`src/rtl/yuyv_pkg.sv`:
```
`timescale 1ns / 1ps
// ----------------------------------------------------------------------------
// yuyv_pkg
// Shared constants and types for the YUYV 4:2:2 to RGB888 converter.
// ----------------------------------------------------------------------------
package yuyv_pkg;

    localparam int unsigned CH_W  = 8;    // one color byte
    localparam int unsigned SUM_W = 26;   // signed Q.16 channel sum, black offset removed
    localparam int unsigned SCL_W = 17;   // (t * 255) >> 16 for t >= 0
    localparam int unsigned REC_W = 17;   // reciprocal of 219
    localparam int unsigned REC_SHIFT = 24;

    // chroma weights, scaled by 65536
    localparam logic signed [SUM_W-1:0] COEF_RV = 26'sd91881;
    localparam logic signed [SUM_W-1:0] COEF_GV = 26'sd46802;
    localparam logic signed [SUM_W-1:0] COEF_GU = 26'sd22554;
    localparam logic signed [SUM_W-1:0] COEF_BU = 26'sd116130;

    localparam logic signed [SUM_W-1:0] BLACK_Q16   = 26'sd1048576;  // 16 << 16
    localparam logic signed [8:0]       CHROMA_ZERO = 9'sd128;

    // ceil(2^24 / 219); exact floor division for w < 2^24 / 155
    localparam logic [REC_W-1:0] RECIP_219 = 17'd76609;
    // w at or above 256 * 219 saturates to white
    localparam logic [SCL_W-1:0] SAT_LIMIT = 17'd56064;

    localparam logic [CH_W-1:0] WHITE = 8'hFF;
    localparam logic [CH_W-1:0] BLACK = 8'h00;

    // load enables of the three back stages of a channel
    typedef struct packed {
        logic scale;
        logic divide;
        logic clamp;
    } stage_en_t;

endpackage

```
`src/rtl/yuyv_expand.sv`:
```
`timescale 1ns / 1ps
// ----------------------------------------------------------------------------
// yuyv_expand
// Three-stage range expansion of one channel: floor((t * 255) / (219 << 16)),
// clamped to 0..255, where t is the Q.16 sum with the black level removed.
// ----------------------------------------------------------------------------
module yuyv_expand (
    input  logic                                aclk,
    input  yuyv_pkg::stage_en_t                 en,
    input  logic signed [yuyv_pkg::SUM_W-1:0]   sum,
    output logic        [yuyv_pkg::CH_W-1:0]    chan
);

    localparam int unsigned MAG_W = yuyv_pkg::SUM_W - 1;
    localparam int unsigned MUL_W = MAG_W + 8;
    localparam int unsigned PRD_W = yuyv_pkg::SCL_W + yuyv_pkg::REC_W;

    logic [yuyv_pkg::SCL_W-1:0] scaled_reg, scaled_next;
    logic                       low_reg;
    logic [yuyv_pkg::CH_W-1:0]  quot_reg;
    logic                       sat_reg;
    logic                       low2_reg;
    logic [yuyv_pkg::CH_W-1:0]  chan_reg, chan_next;

    logic [MAG_W-1:0] mag;
    logic [MUL_W-1:0] mul255;
    logic [PRD_W-1:0] prod;

    // t * 255 as (t << 8) - t
    always_comb begin
        mag         = sum[MAG_W-1:0];
        mul255      = {mag, 8'b0} - MUL_W'(mag);
        scaled_next = mul255[MUL_W-1 -: yuyv_pkg::SCL_W];
    end

    assign prod = PRD_W'(scaled_reg) * PRD_W'(yuyv_pkg::RECIP_219);

    always_comb begin
        if (low2_reg) begin
            chan_next = yuyv_pkg::BLACK;
        end else if (sat_reg) begin
            chan_next = yuyv_pkg::WHITE;
        end else begin
            chan_next = quot_reg;
        end
    end

    always_ff @(posedge aclk) begin
        if (en.scale) begin
            scaled_reg <= scaled_next;
            low_reg    <= sum[yuyv_pkg::SUM_W-1];
        end
        if (en.divide) begin
            quot_reg <= prod[yuyv_pkg::REC_SHIFT +: yuyv_pkg::CH_W];
            sat_reg  <= (scaled_reg >= yuyv_pkg::SAT_LIMIT);
            low2_reg <= low_reg;
        end
        if (en.clamp) begin
            chan_reg <= chan_next;
        end
    end

    assign chan = chan_reg;

endmodule

```
`src/rtl/yuyv_to_rgb_converter.sv`:
```
`timescale 1ns / 1ps
// ----------------------------------------------------------------------------
// yuyv_to_rgb_converter
// Converts one YUYV 4:2:2 macropixel into two RGB888 pixels sharing chroma.
// ----------------------------------------------------------------------------
// An input transaction passes through five register stages (chroma products,
// channel sums, scale, divide, clamp) before it appears on m_tvalid.
// Throughput: one macropixel per cycle while m_tready is high; each stage has
// its own valid bit and loads whenever it is empty or its successor moves.
// Reset: aresetn (synchronous, active low) clears the valid bits only; data
// registers are not reset.
// ----------------------------------------------------------------------------
module yuyv_to_rgb_converter (
    input  logic        aclk,
    input  logic        aresetn,
    input  logic        s_tvalid,
    output logic        s_tready,
    // [7:0] luma_first, [15:8] chroma_blue, [23:16] luma_second, [31:24] chroma_red
    input  logic [31:0] s_tdata,
    input  logic        s_tlast,      // frame_end_in
    output logic        m_tvalid,
    input  logic        m_tready,
    // [7:0] red_first, [15:8] green_first, [23:16] blue_first,
    // [31:24] red_second, [39:32] green_second, [47:40] blue_second
    output logic [47:0] m_tdata,
    output logic        m_tlast       // frame_end_out
);

    localparam int unsigned SW = yuyv_pkg::SUM_W;
    localparam int unsigned NS = 5;

    logic [NS-1:0] vld_reg, vld_next;
    logic [NS-1:0] rdy;
    logic [NS-1:0] last_reg;

    // stage 1: chroma products
    logic [7:0]           y0_reg, y1_reg;
    logic signed [SW-1:0] rv_reg, gv_reg, gu_reg, bu_reg;
    logic signed [SW-1:0] u_ext, v_ext;
    logic signed [8:0]    u9, v9;

    // stage 2: per-channel sums
    logic signed [SW-1:0] base0, base1;
    logic signed [SW-1:0] t_reg [6];

    yuyv_pkg::stage_en_t en;
    logic [yuyv_pkg::CH_W-1:0] chan [6];

    // per-stage ready; the last stage frees when the transaction leaves
    always_comb begin
        rdy[NS-1] = !vld_reg[NS-1] || m_tready;
        for (int i = NS - 2; i >= 0; i--) begin
            rdy[i] = !vld_reg[i] || rdy[i+1];
        end
        vld_next[0] = rdy[0] ? s_tvalid : vld_reg[0];
        for (int i = 1; i < NS; i++) begin
            vld_next[i] = rdy[i] ? vld_reg[i-1] : vld_reg[i];
        end
    end

    assign s_tready = rdy[0];

    always_ff @(posedge aclk) begin
        if (!aresetn) begin
            vld_reg <= '0;
        end else begin
            vld_reg <= vld_next;
        end
    end

    always_comb begin
        u9    = $signed({1'b0, s_tdata[15:8]}) - yuyv_pkg::CHROMA_ZERO;
        v9    = $signed({1'b0, s_tdata[31:24]}) - yuyv_pkg::CHROMA_ZERO;
        u_ext = SW'(u9);
        v_ext = SW'(v9);
        base0 = $signed({2'b00, y0_reg, 16'b0}) - yuyv_pkg::BLACK_Q16;
        base1 = $signed({2'b00, y1_reg, 16'b0}) - yuyv_pkg::BLACK_Q16;
    end

    always_ff @(posedge aclk) begin
        if (rdy[0]) begin
            y0_reg      <= s_tdata[7:0];
            y1_reg      <= s_tdata[23:16];
            rv_reg      <= v_ext * yuyv_pkg::COEF_RV;
            gv_reg      <= v_ext * yuyv_pkg::COEF_GV;
            gu_reg      <= u_ext * yuyv_pkg::COEF_GU;
            bu_reg      <= u_ext * yuyv_pkg::COEF_BU;
            last_reg[0] <= s_tlast;
        end
        if (rdy[1]) begin
            t_reg[0]    <= base0 + rv_reg;
            t_reg[1]    <= base0 - gv_reg - gu_reg;
            t_reg[2]    <= base0 + bu_reg;
            t_reg[3]    <= base1 + rv_reg;
            t_reg[4]    <= base1 - gv_reg - gu_reg;
            t_reg[5]    <= base1 + bu_reg;
            last_reg[1] <= last_reg[0];
        end
        for (int i = 2; i < NS; i++) begin
            if (rdy[i]) begin
                last_reg[i] <= last_reg[i-1];
            end
        end
    end

    assign en = '{scale: rdy[2], divide: rdy[3], clamp: rdy[4]};

    for (genvar c = 0; c < 6; c++) begin : g_chan
        yuyv_expand u_expand (
            .aclk (aclk),
            .en   (en),
            .sum  (t_reg[c]),
            .chan (chan[c])
        );
    end

    assign m_tvalid = vld_reg[NS-1];
    assign m_tlast  = last_reg[NS-1];
    assign m_tdata  = {chan[5], chan[4], chan[3], chan[2], chan[1], chan[0]};

endmodule
```
`config.mk`:
```
export PLATFORM = sky130hd
export DESIGN_NAME = yuyv_to_rgb_converter
export DESIGN_NICKNAME = d
export VERILOG_FILES = /design/src/rtl/yuyv_pkg.sv /design/src/rtl/yuyv_expand.sv /design/src/rtl/yuyv_to_rgb_converter.sv
export SDC_FILE = /design/constraint.sdc
export NUM_CORES = 2
export LEC_CHECK = 0
export BUFFER_PORTS_ARGS = -buffer_cell sky130_fd_sc_hd__buf_2
export CAP_MARGIN = 10
export CORE_MARGIN = 2
export CORE_UTILIZATION = 60
export CTS_BUF_LIST = sky130_fd_sc_hd__clkbuf_4 sky130_fd_sc_hd__clkbuf_8
export DETAILED_ROUTE_END_ITERATION = 7
export PLACE_DENSITY = 0.86
export SYNTH_ARGS = -nofsm -noshare
export SYNTH_HDL_FRONTEND = slang
export SYNTH_SLANG_ARGS = --single-unit
```
`constraint.sdc`:
```
create_clock -name aclk -period 8.2 [get_ports aclk]
set_clock_uncertainty 0.1 [all_clocks]
set_input_delay 0.41 -clock aclk [delete_from_list [all_inputs] [get_ports aclk]]
set_output_delay 0.41 -clock aclk [all_outputs]
set_load 0.05 [all_outputs]
```
Word-level counts from Yosys, hierarchy flattened
Memory sizes are Yosys's and may differ from the RTL's.
Cells that the tools add are included.
- memory bits (writable): 156
- memories kept: 1
- output and inout bits: 51
- logic and storage cells: 105
- input port bits: 37
- flip-flop bits (word level): 343
- memory list (memory ; words ; bits a word ; read ports ; clocked after memory_dff ; wr ports ; RTL line ; text):
    t_reg ; 6 ; 26 ; 6 ; 0 ; 6 ; yuyv_to_rgb_converter.sv:44 ; logic signed [SW-1:0] t_reg [6];
- $add $sub $neg: 18
- multiplexer cells: 8
- multiply operators: 10
- $lt $le $gt $ge: 6
- reductions and logical operators: 10
- operators with widths (kind ; count):
    33-bit by 25-bit subtractor with 33-bit output ; 6
    17-bit by 17-bit multiplier with 32-bit output, second input constant ; 6
    25-bit by 26-bit adder with 26-bit output ; 4
    17-bit by 16-bit >= comparator with 1-bit output, second input constant ; 6
    25-bit by 26-bit subtractor with 26-bit output ; 2
    26-bit subtractor ; 2
    24-bit by 21-bit subtractor with 25-bit output, second input constant ; 2
    8-bit two-way mux ; 6
    9-bit by 18-bit multiplier with 26-bit output, second input constant ; 1
    9-bit by 16-bit multiplier with 25-bit output, second input constant ; 1
    9-bit by 17-bit multiplier with 25-bit output, second input constant ; 1
    9-bit by 15-bit multiplier with 24-bit output, second input constant ; 1
    8-bit by 8-bit subtractor with 9-bit output, second input constant ; 2
    1-bit logical NOT ; 5
    1-bit logical OR ; 5
    1-bit two-way mux ; 2

Longest topological paths before layout
- depth after elaboration: 7
- depth in mapped cells: 21
- depth with buffers taken out: 21

Modules after synthesis
From an unflattened synthesis, not the netlist that was laid out.
- cells, all modules: 5288
- area total of the unflattened synthesis: 55192.9 sq um
- by module, submodules not included (module ; sequential area each (sq um) ; area each (sq um) ; cells each ; instances):
    yuyv_expand (g_chan[0].u_expand ...) ; 1081.0 ; 5980.7 ; 596 ; 4
    yuyv_to_rgb_converter ; 6646.4 ; 19019.5 ; 1667 ; 1
    yuyv_expand (g_chan[5].u_expand) ; 1081.0 ; 6128.4 ; 624 ; 1
    yuyv_expand (g_chan[4].u_expand) ; 1081.0 ; 6122.1 ; 613 ; 1

Worst setup path before layout
No wires, ideal clock.
- path type: reg-to-reg
- start: register g_chan[3].u_expand.scaled_reg[9] (netlist bit)
- end: register g_chan[3].u_expand.quot_reg[5] (netlist bit) (data pin)
- library setup time: 0.263 ns
- path buffers: 0
- path slack: 2.523 ns
- period minus slack after synthesis: 5.677 ns
- cell stages (with the launch flop): 21
- required time: 7.837 ns
- data arrival time: 5.314 ns
- path through: edfxtp_1 > ha_1 > fa_1 > inv_1 > fa_1 > inv_1 > fa_1 > inv_1 > fa_1 > fa_1 > inv_1 > ha_1 > and4_1 > o21ai_0 > nor3_1 > o32ai_1 > a21oi_1 > a21o_1 > a21o_1 > a211oi_1 > nor2_1
- word-level cells in the longest chain between the ends: 1
- ends and longest elaborated chain (what ; RTL line ; text):
    from (decl) ; yuyv_expand.sv:18 ; logic [yuyv_pkg::SCL_W-1:0] scaled_reg, scaled_next;
    from (signal assigned) ; yuyv_expand.sv:50 ; scaled_reg <= scaled_next;
    17-bit by 17-bit multiplier with 32-bit output ; yuyv_expand.sv:36 ; assign prod = PRD_W'(scaled_reg) * PRD_W'(yuyv_pkg::RECIP_219);
    named net g_chan[3].u_expand.prod[29] ; yuyv_expand.sv:27 ; logic [PRD_W-1:0] prod;
    to (signal assigned) ; yuyv_expand.sv:54 ; quot_reg <= prod[yuyv_pkg::REC_SHIFT +: yuyv_pkg::CH_W];
    to (decl) ; yuyv_expand.sv:20 ; logic [yuyv_pkg::CH_W-1:0] quot_reg;
The timed path passes the listed nets, and every way through them passes these cells.
A chain may end at the register's enable or synchronous reset.

Worst setup path in the final report
Same ends and word-level chain as after synthesis.

==> reports/results.tsv <==
metric	value	unit
final_core_utilization	64.73	%
worstSkewPairLatency	0.69	ns
io_pins	88	
hpwl	90370	um
timing.final.ws_setup	1.922	ns
synth_seq_area_share	25.09	%
die_area	89600	um2
track_usage	25.56	%
rsz_0062_raised_after_global_routing	false	
timing.critical_path.required	8.50	ns
worst-setup-path-type	reg -> reg	
num-nets-final	6797	
synth_cell_type_count	81	
hold_removal_path_class	in -> reg	
preCtsSetupSlack	1.975	ns
crit_arrival	6.58	ns
cap_viol_max_count	0	
tightestPinTransition	1.071	ns
cts-root-to-sink-buffers	3	
cp_max_fo	8	
detailedRoute.firstPassIterationCount	5	
start_kind	flip-flop	
gp_congestion	0.9480	
ys_async_sr_fraction	0	%
synth_enable_flop_cells	434	
post_cts_resized	0	
area_of_combinational_cells_with_multiple_inputs	34830	um2
routed_wire_length_per_instance	17.97	um
core	86620	um2
numPortBuffers	87	
synth_top_flop_cell	edfxtp_1	
setup-violations-final	0	
run_status	completed	
ys_ff_latch	439	
first_global_vias	37380	
cts.sink_count	439	
detailroute.via_count	34980	
horizontal_extent_of_the_die	299.3	um
yosysWarnings	0	
drtAntennaViolNets	0	
wirelength	112300	um
dp.cells	6078	
flip_flop_count_of_the_largest_register_after_layout	106	
grt_start_max_net_pins	84	
number_of_fill_cells_in_the_layout	6259	
cts.htree.levels	3	
cts_tree	yes	
drt-initial-drc-count	2252	
finalNonFillerCells	6250	
post_route_cells_drive_above_1_share	4.992	%
number_of_antenna_violations_at_the_first_check_in_global_routing	6	
syn2layout_area_growth	7.131	%
min_period_over_period	76.57	%
die_y	299.3	um
floorplan.initialDensity	60.42	%
timing.critical_path.to_type	flip-flop	
maxSlewViolCount	0	
synth.net_count	6618	
clkSlewWorstSetupHoldPaths	0.06	ns
ff2ff_path_depth	20	
syn_inst	4850	
clock-root-buffer	clkbuf_8	
drt_drc_violations_left	0	
fp-row-count	108	
synth_area	52340	um2
grt_pass1_wl	184300	um
finalCriticalPeriod	6.278	ns
final-hold-violation-count	0	
setup_tns	0	ns
postSynthAreaPerCell	10.79	um2
postCtsHoldBufs	27	
grt_overflow_total	0	
cts-buffers-inserted	77	
via_per_inst	5.596	
cts_setup_buffers	0	
headroom_to_the_max_slew_limit	28.61	%
worstHoldPathCells	1	
sequential_cell_area	13130	um2
fmax	159.3	MHz
cells in the final DEF (no fill, tap or decap), drive strengths merged, types with 6 or more instances in the layout:
| cell | synthesis | final |
|---|---|---|
| a211oi | 20 | 20 |
| a21o | 96 | 96 |
| a21oi | 186 | 186 |
| a221oi | 7 | 7 |
| a31o | 8 | 8 |
| a31oi | 16 | 16 |
| and2 | 8 | 8 |
| and3 | 20 | 20 |
| buf | 0 | 93 |
| clkbuf | 20 | 95 |
| clkinv | 1 | 34 |
| diode | 0 | 7 |
| dlygate4sd3 | 0 | 27 |
| edfxtp | 434 | 434 |
| fa | 486 | 486 |
| ha | 1245 | 1245 |
| inv | 1152 | 1156 |
| nand2 | 93 | 93 |
| nand2b | 20 | 20 |
| nand3 | 46 | 46 |
| nand4 | 38 | 38 |
| nor2 | 246 | 246 |
| nor2b | 36 | 36 |
| nor3 | 58 | 58 |
| nor3b | 8 | 8 |
| nor4 | 12 | 12 |
| o211ai | 15 | 15 |
| o21a | 44 | 44 |
| o21ai | 97 | 97 |
| o21bai | 37 | 37 |
| o22ai | 6 | 6 |
| o31a | 6 | 6 |
| o31ai | 6 | 6 |
| o41ai | 12 | 12 |
| or2 | 7 | 7 |
| or3 | 12 | 12 |
| or4 | 6 | 6 |
| xnor2 | 211 | 211 |
| xor2 | 67 | 67 |
cell usage after synthesis, types with 5 or more instances:
| library cell | number | share of area, % |
|---|---|---|
| fa_1 | 486 | 19 |
| o21ai_0 | 86 | 0.82 |
| or4_1 | 6 | 0.086 |
| o31a_1 | 6 | 0.10 |
| a41o_1 | 5 | 0.096 |
| inv_1 | 1152 | 8.3 |
| a31oi_1 | 16 | 0.19 |
| nor3b_1 | 8 | 0.11 |
| nor2b_1 | 36 | 0.43 |
| dfxtp_1 | 5 | 0.19 |
| nand2b_1 | 20 | 0.24 |
| ha_1 | 1245 | 30 |
| nand3_1 | 46 | 0.44 |
| o31ai_1 | 5 | 0.072 |
| o41ai_1 | 8 | 0.13 |
| a21oi_1 | 185 | 1.8 |
| o21bai_1 | 37 | 0.53 |
| a211o_1 | 5 | 0.084 |
| nor3_1 | 57 | 0.55 |
| and2_1 | 8 | 0.096 |
| a31o_2 | 8 | 0.13 |
| a221oi_1 | 6 | 0.10 |
| a21o_1 | 96 | 1.4 |
| xnor2_1 | 211 | 3.5 |
| a211oi_1 | 19 | 0.27 |
| and3_1 | 20 | 0.24 |
| nand2_1 | 93 | 0.67 |
| o21ai_1 | 8 | 0.077 |
| nor2_1 | 246 | 1.8 |
| o21a_1 | 44 | 0.63 |
| or3_1 | 12 | 0.14 |
| or2_2 | 6 | 0.072 |
| nand4_1 | 38 | 0.45 |
| clkbuf_1 | 20 | 0.14 |
| nor4_1 | 11 | 0.13 |
| o211ai_1 | 14 | 0.20 |
| o22ai_1 | 6 | 0.072 |
| xor2_1 | 67 | 1.1 |
| edfxtp_1 | 434 | 25 |
final timing paths:
check	startpoint	to	slack [ns]
worst max register to register	g_chan[3].u_expand.scaled_reg[9]$_DFFE_PP_	g_chan[3].u_expand.quot_reg[5]$_DFFE_PP_	1.92
worst min-delay path	s_tdata[24]	rv_reg[0]$_DFFE_PP_	0.04
worst max-delay path	g_chan[3].u_expand.scaled_reg[9]$_DFFE_PP_	g_chan[3].u_expand.quot_reg[5]$_DFFE_PP_	1.92
worst min register to register	rv_reg[9]$_DFFE_PP_	t_reg[0][9]$_DFFE_PP_	0.31
worst max-delay path, cell delays in order (launching register included):
cell and delay, ns:
edfxtp_1 0.56, ha_1 0.37, fa_1 0.50, inv_1 0.05
fa_1 0.47, inv_1 0.05, fa_1 0.52, inv_1 0.05
fa_1 0.50, fa_1 0.54, inv_1 0.04, ha_1 0.32
and4_1 0.16, o21ai_0 0.12, nor3_1 0.10, o32ai_1 0.58
a21oi_1 0.18, a21o_1 0.24, a21o_1 0.21, a211oi_1 0.25
nor2_1 0.07
metal layers:
metal	global-route usage, %	vias up	share of wire (%)
met5	0	-	0
met4	10.11	0	3.8
met3	2.964	293	5.6
met2	43.89	1095	48
met1	33.12	17010	42
li1	-	16570	-
area by class of cell:
| type | instances | share of cell area [%] |
|---|---|---|
| Inverter | 1153 | 7.723 |
| Tap cell | 1155 | 2.577 |
| Sequential cell | 439 | 23.42 |
| Clock inverter | 43 | 0.6360 |
| Multi-Input combinational cell | 3238 | 62.12 |
| Clock buffer | 95 | 2.153 |
| Timing Repair Buffer | 120 | 1.339 |
| Antenna cell | 7 | 0.03124 |
kinds of logic after synthesis:
kind of cell,Yosys count,synth area share (%)
compound gates,609,7.830
fa+ha+maj,1731,48.35
mux,1,0.01913
flops,439,25.09
simple gates,619,5.640
xor+xnor,278,4.652
buf+inv,1173,8.413
stage by stage:
| step | area, um2 | hold slack (ns) |
|---|---|---|
| detailed placement | 54220 | 0.3045 |
| CTS | 56050 | 0.008091 |
| global route | 56070 | 0.04325 |
| global placement | 54220 | 0.3018 |
| floorplan | 52340 | 0.3003 |
| finish | 56070 | 0.04244 |
Power is not shown: default switching activity piles up to over one toggle a cycle in this logic, so the estimate is an artifact.
